==> src/design/bcq_pkg.sv <==
// Shared types and constants for the box collider query unit.
package bcq_pkg;

  localparam int COORD_W  = 32;
  localparam int DIM_W    = 31;
  localparam int FUNC_W   = 2;
  localparam int ADDR_W   = 4;
  localparam int DATA_W   = 32;
  localparam int CORNER_W = 33;
  localparam int DBL_W    = 35;
  localparam int MAG_W    = 34;
  localparam int DEN_W    = 33;
  localparam int OFF_W    = 33;
  localparam int SQ_W     = 62;

  localparam int FIFO_DEPTH = 4;
  localparam int FIFO_PTR_W = 2;
  localparam int FIFO_CNT_W = 3;

  localparam logic [FUNC_W-1:0] FUNC_BOX    = 2'd0;
  localparam logic [FUNC_W-1:0] FUNC_CIRCLE = 2'd1;
  localparam logic [FUNC_W-1:0] FUNC_RAY    = 2'd2;

  localparam logic [1:0] REG_POS_X  = 2'd0;
  localparam logic [1:0] REG_POS_Y  = 2'd1;
  localparam logic [1:0] REG_WIDTH  = 2'd2;
  localparam logic [1:0] REG_HEIGHT = 2'd3;

  localparam logic [DIM_W-1:0] DIST_MAX = 31'h7FFF_FFFF;

  typedef struct packed {
    logic [FUNC_W-1:0]         func;
    logic signed [COORD_W-1:0] point_x;
    logic signed [COORD_W-1:0] point_y;
    logic signed [COORD_W-1:0] extent_x;
    logic signed [COORD_W-1:0] extent_y;
    logic [DIM_W-1:0]          radius;
  } query_t;

  typedef struct packed {
    logic             hit;
    logic [DIM_W-1:0] hit_distance;
  } result_t;

  // Box edges derived from the configuration registers.
  typedef struct packed {
    logic signed [COORD_W-1:0]  pos_x;
    logic signed [COORD_W-1:0]  pos_y;
    logic signed [CORNER_W-1:0] br_x;
    logic signed [CORNER_W-1:0] br_y;
    logic signed [DBL_W-1:0]    lo2_x;
    logic signed [DBL_W-1:0]    hi2_x;
    logic signed [DBL_W-1:0]    lo2_y;
    logic signed [DBL_W-1:0]    hi2_y;
  } box_geom_t;

  // Classified query as handed from the front end to the back end.
  typedef struct packed {
    logic [FUNC_W-1:0] func;
    logic              hit_box;
    logic              circ_ok;
    logic [SQ_W-1:0]   sq_dx;
    logic [SQ_W-1:0]   sq_dy;
    logic [SQ_W-1:0]   sq_r;
    logic              miss_static;
    logic              zero_x;
    logic              zero_y;
    logic [MAG_W-1:0]  mag_lo_x;
    logic [MAG_W-1:0]  mag_hi_x;
    logic [MAG_W-1:0]  mag_lo_y;
    logic [MAG_W-1:0]  mag_hi_y;
    logic [3:0]        neg;
    logic [DEN_W-1:0]  den_x;
    logic [DEN_W-1:0]  den_y;
  } front_item_t;

  typedef struct packed {
    logic full;
    logic empty;
  } fifo_status_t;

endpackage

==> src/design/bcq_fifo.sv <==
// Short queue between the front end and the back end.
module bcq_fifo (
  input  logic                  clk,
  input  logic                  rst,
  input  logic                  push,
  input  bcq_pkg::front_item_t  din,
  input  logic                  pop,
  output bcq_pkg::front_item_t  dout,
  output bcq_pkg::fifo_status_t status
);
  import bcq_pkg::*;

  front_item_t           slots [FIFO_DEPTH];
  logic [FIFO_PTR_W-1:0] wr_ptr, rd_ptr;
  logic [FIFO_CNT_W-1:0] count;

  assign status.full  = (count == FIFO_CNT_W'(FIFO_DEPTH));
  assign status.empty = (count == '0);
  assign dout         = slots[rd_ptr];

  always_ff @(posedge clk) begin
    if (push) begin
      slots[wr_ptr] <= din;
    end
  end

  always_ff @(posedge clk) begin
    if (rst) begin
      wr_ptr <= '0;
      rd_ptr <= '0;
      count  <= '0;
    end else begin
      if (push) begin
        wr_ptr <= wr_ptr + FIFO_PTR_W'(1);
      end
      if (pop) begin
        rd_ptr <= rd_ptr + FIFO_PTR_W'(1);
      end
      unique case ({push, pop})
        2'b10:   count <= count + FIFO_CNT_W'(1);
        2'b01:   count <= count - FIFO_CNT_W'(1);
        default: count <= count;
      endcase
    end
  end

endmodule

==> config.mk <==
export PLATFORM = sky130hd
export DESIGN_NAME = bcq_fifo
export DESIGN_NICKNAME = d
export VERILOG_FILES = /design/src/design/bcq_pkg.sv /design/src/design/bcq_fifo.sv
export SDC_FILE = /design/constraint.sdc
export NUM_CORES = 1
export LEC_CHECK = 0
export CORE_ASPECT_RATIO = 0.6
export CORE_MARGIN = 5
export CORE_UTILIZATION = 30
export DETAILED_ROUTE_END_ITERATION = 6
export DONT_BUFFER_PORTS = 1
export GPL_ROUTABILITY_DRIVEN = 0
export PLACE_DENSITY_LB_ADDON = 0.25
export SLEW_MARGIN = 20
export SYNTH_ARGS = -nofsm -noshare
export SYNTH_HDL_FRONTEND = slang
export SYNTH_SLANG_ARGS = --single-unit
==> constraint.sdc <==
create_clock -name clk -period 14.11 [get_ports clk]
set_input_delay 3.5275 -clock clk [delete_from_list [all_inputs] [get_ports clk]]
set_output_delay 3.5275 -clock clk [all_outputs]
set_load 0.01 [all_outputs]
* Word level (Yosys, flattened, before mapping) *
Memory sizes are Yosys's and may differ from the RTL's. A register that Yosys moved wholly into a read port is not among the register bits.
Cells that the tools add are included.

word-level totals
  register bits = 7
  latch bits = 0
  memory bits (writable) = 1,596
  memory bits (read-only) = 0
  bits of input ports = 403
  memories = 1

operators by class
  $add $sub $neg = 4
  $mul = 0
  div/mod/pow operators = 0
  magnitude comparators = 0
  equal/unequal tests = 3
  shifts and indexed selects = 0
  muxes and demuxes = 5
  bitwise logic cells = 0
  reduce and logical (&&, ||, !) cells = 2

memory list
  name   words  width  rd ports  clocked after Yosys merged registers in  write ports  RTL line        text
  slots  4      399    1         1                                        1            bcq_fifo.sv:13  front_item_t slots [FIFO_DEPTH];

operators by type and width
  cell                                                                 number
  3-bit case mux with 2 select lines                                   1
  2-bit by 1-bit adder with 2-bit output (second input constant)       2
  2-bit 2-to-1 mux                                                     2
  3-bit by 1-bit adder with 3-bit output (second input constant)       1
  3-bit == test (second input constant)                                1
  3-bit zero test                                                      1
  3-bit by 1-bit subtractor with 3-bit output (second input constant)  1
  2-bit by 1-bit == test with 1-bit output (second input constant)     1
  2-bit == test (second input constant)                                1
  1-bit 2-to-1 mux                                                     2
  2-bit nonzero test                                                   1

* Depth between registers and ports, before layout *
  depth after elaboration = 3
  gate-level depth with buffers = 7

* Least setup slack after synthesis *
Ideal clock, no wire load.

  path type = input to register
  from = input port push
  to = memory slots[0][0] (netlist name), enable pin
  setup time = 0.812 ns
  data arrival time = 12.500 ns
  slack = 0.798 ns
  stages = 1
  buffers on the path = 0
  cells stage by stage = and2_1

on the way
  longest elaborated chain between the ends = 2

RTL lines
  what                                    RTL line        text
  start: declaration                      bcq_fifo.sv:5   input logic push,
  1-bit 2-to-1 mux                        bcq_fifo.sv:22  if (push) begin
  1-bit 2-to-1 mux (not written as such)  bcq_fifo.sv:23  slots[wr_ptr] <= din;
  end: declaration                        bcq_fifo.sv:13

No other way between the ends.

==> flow_summary.yaml <==
outcome:
  status: "finished clean"
setup_path:
  end_kind: "primary output"
  r2r_start: "wr_ptr[0]"
  critical_path.max_fanout: 77
  required_ns: 10.58
  crit_arrival_ns: 4.23
  slowest_delay_ns: 0.80
  slowest_stage: "dfxtp_4"
  worst-setup-path-type: "flip-flop to primary output"
  crit_chain: "buf_12 -> buf_16 -> buf_12 -> buf_16 -> mux4_2"
  cp-start-kind: "flip-flop"
cells_and_area:
  n_fill_cell: 17300
  design_area_mm2: 0.0659
  layout_commonest_cell: "edfxtp_1"
  diodes: 0
  layoutNonFillerInstCount: 4921
  final_nets: 2637
  drive_gt1_share_pct: 27.6
  final_cell_mix: "1,596 x edfxtp_1, 399 x mux4_2, 160 x clkbuf_16"
  synthToLayoutAreaGrowth_pct: 13.7
synth:
  synthMuxAreaShare_pct: 15.5
  synth.avg_cell_area_um2: 27.2
  synthXorXnorAreaFrac_pct: 0.0756
  ys_seq_elements: 1605
  synth_area_mm2: 0.0579
  yosysWarnings: 0
  yosys-top-cells-area: "edfxtp_1 83%, mux4_2 16%, buf_6 0.45%"
  synth_fp_nets: 2540
  ys_types: 22
  synth_compound_area_share_pct: 0.0259
  synthAdderAreaFrac_pct: 0.143
  synth_top_cell_by_area: "edfxtp_1"
  synth_top_family_by_area: "multiplexers"
  synth_top_area_share_pct: 82.7
  syn_inst: 2131
  synth_simple_gate_area_share_pct: 0.132
  ys_seq_area_share_pct: 83.0
min_path:
  holdCritPathClass: "flip-flop to flip-flop"
  hold_start: "count[2]"
sta:
  min_period_ns: 7.75
  holdWs_ns: 0.501
  max_slew_margin_pct: 15.7
  fin_worst_skew_ns: 0.0750
  timing.final.crit_share_pct: 54.9
  setup_violations: 0
  hold_viol: 0
  tns_ns: 0
  worst_pin_slew_ns: 1.26
  rsz0062_at_grt: "no"
  drv_slew: 0
  max_freq_mhz: 129
global_routing:
  grt_pass1_wl_mm: 182
  grt_overflow: 0
  track_usage_pct: 12.2
  grt_start_max_net_pins: 146
  antenna_found_initial: 6
  grt_pass1_vias: 24100
routing:
  antenna_left: 0
  wl_per_cell_um: 26.1
  dr.first_iter.drc_count: 1618
  drt-total-wl_mm: 129
  firstDrtPassIters: 7
  dr_total_vias: 22900
  viasPerCell: 4.65
  drc_errors: 0
pwr:
  powerDensity_mw_per_mm2: 157
  power_mw: 10.3
  ir_drop_mv: 0.134
  leakage_nw: 19.6
clock_tree:
  clock-sinks: 1605
  numCtsBuffers: 158
  htree_num_levels: 4
  clkTransAtPathRegs_ns: 0.06
  clk_latency_ns: 0.77
  cts-root-buf: "clkbuf_16"
  cts_resized: 0
  post-cts-setup-buffer-count: 0
  cts_tree: "yes"
  clk_path_buf_depth: 4
  ctsHoldBuffers: 0
die:
  die-area_mm2: 0.202
  initial_utilization_pct: 30.3
  pin_count: 804
  die_x_um: 577
  core_area_mm2: 0.191
  die_height_um: 350
  rows: 124
run:
  cap_viol_max_count: 0
placement:
  portBuffers: 0
  dp_hpwl_mm: 80.6
  dpl_cell_area_mm2: 0.0609
  placed_cells: 4648
[where the power goes]
group	switching (mW)	leakage (nW)	internal [mW]	total (mW)
Clock	1.70	2.37	2.30	4.00
Combinational	0.493	2.52	0.290	0.782
Sequential	0.0546	14.7	5.49	5.54
[kinds of logic (layout without fill, tap and decap cells)]
family	count (synthesis)	in the layout
compound gates	3	3
xor+xnor	5	5
fa+ha+maj	6	6
buf+inv	96	303
flops	1605	1605
mux	400	400
simple gates	16	16
[through the flow]
step / setup slack [ns] / utilization (%)
2_1_floorplan: 0.798 / -
3_3_place_gp: 7.24 / 31.9
3_5_place_dp: 7.16 / 31.9
4_1_cts: 6.32 / 34.4
5_1_grt: 5.92 / 34.4
6_report: 6.36 / 34.4
[synthesized netlist by cell type]
cell and instances:
and2_1 4, buf_1 8, mux2i_1 1, dfxtp_1 9
or3_1 1, ha_1 5, and3_1 1, mux4_2 399
clkbuf_1 16, a21oi_1 2, edfxtp_1 1596, o21ai_0 1
fa_1 1, xor2_1 3, buf_4 15, buf_6 23
inv_1 6, xnor2_1 2, nor2_1 8, nand2_1 1
buf_2 28, nor3_1 1
[layout make-up]
class | count | area, um2 | area share (%)
repair buffers | 27 | 438 | 0.665
clock inverters | 74 | 693 | 1.05
flip-flops and latches | 1605 | 48100 | 73.0
inverters | 6 | 22.5 | 0.0342
multi-input cells | 430 | 9220 | 14.0
clock buffers | 196 | 4170 | 6.33
well taps | 2583 | 3230 | 4.90
[path summary, 6_finish.rpt]
kind / slack [ns] / cells past startpoint / end
worst max-delay path: 6.36 / 5 / dout[289]
worst min-delay path: 0.50 / 2 / count[2]
worst max register to register: 10.63 / 5 / slots[0][233]
worst min register to register: 0.50 / 2 / count[2]
[routing by layer]
metal	track usage [%]	up-vias	part of all wire, %
met2	20.1	820	49
met3	6.35	167	12
met1	14.5	12400	37
met4	2.42	0	1.7
met5	0	-	0
li1	-	9485	-
[worst max-delay path, delay by kind of cell, from the launching register on]
kind	cells	cell delay, ns
flip-flops	1	0.80
multiplexers	1	0.68
buffers and inverters	4	1.59
[sequential cells by signal, indices dropped and copies added (netlist names), named ones only]
signal and flops:
slots 1596, count 3, wr_ptr 2, rd_ptr 2
No activity file was read; power rests on OpenSTA's default activity.
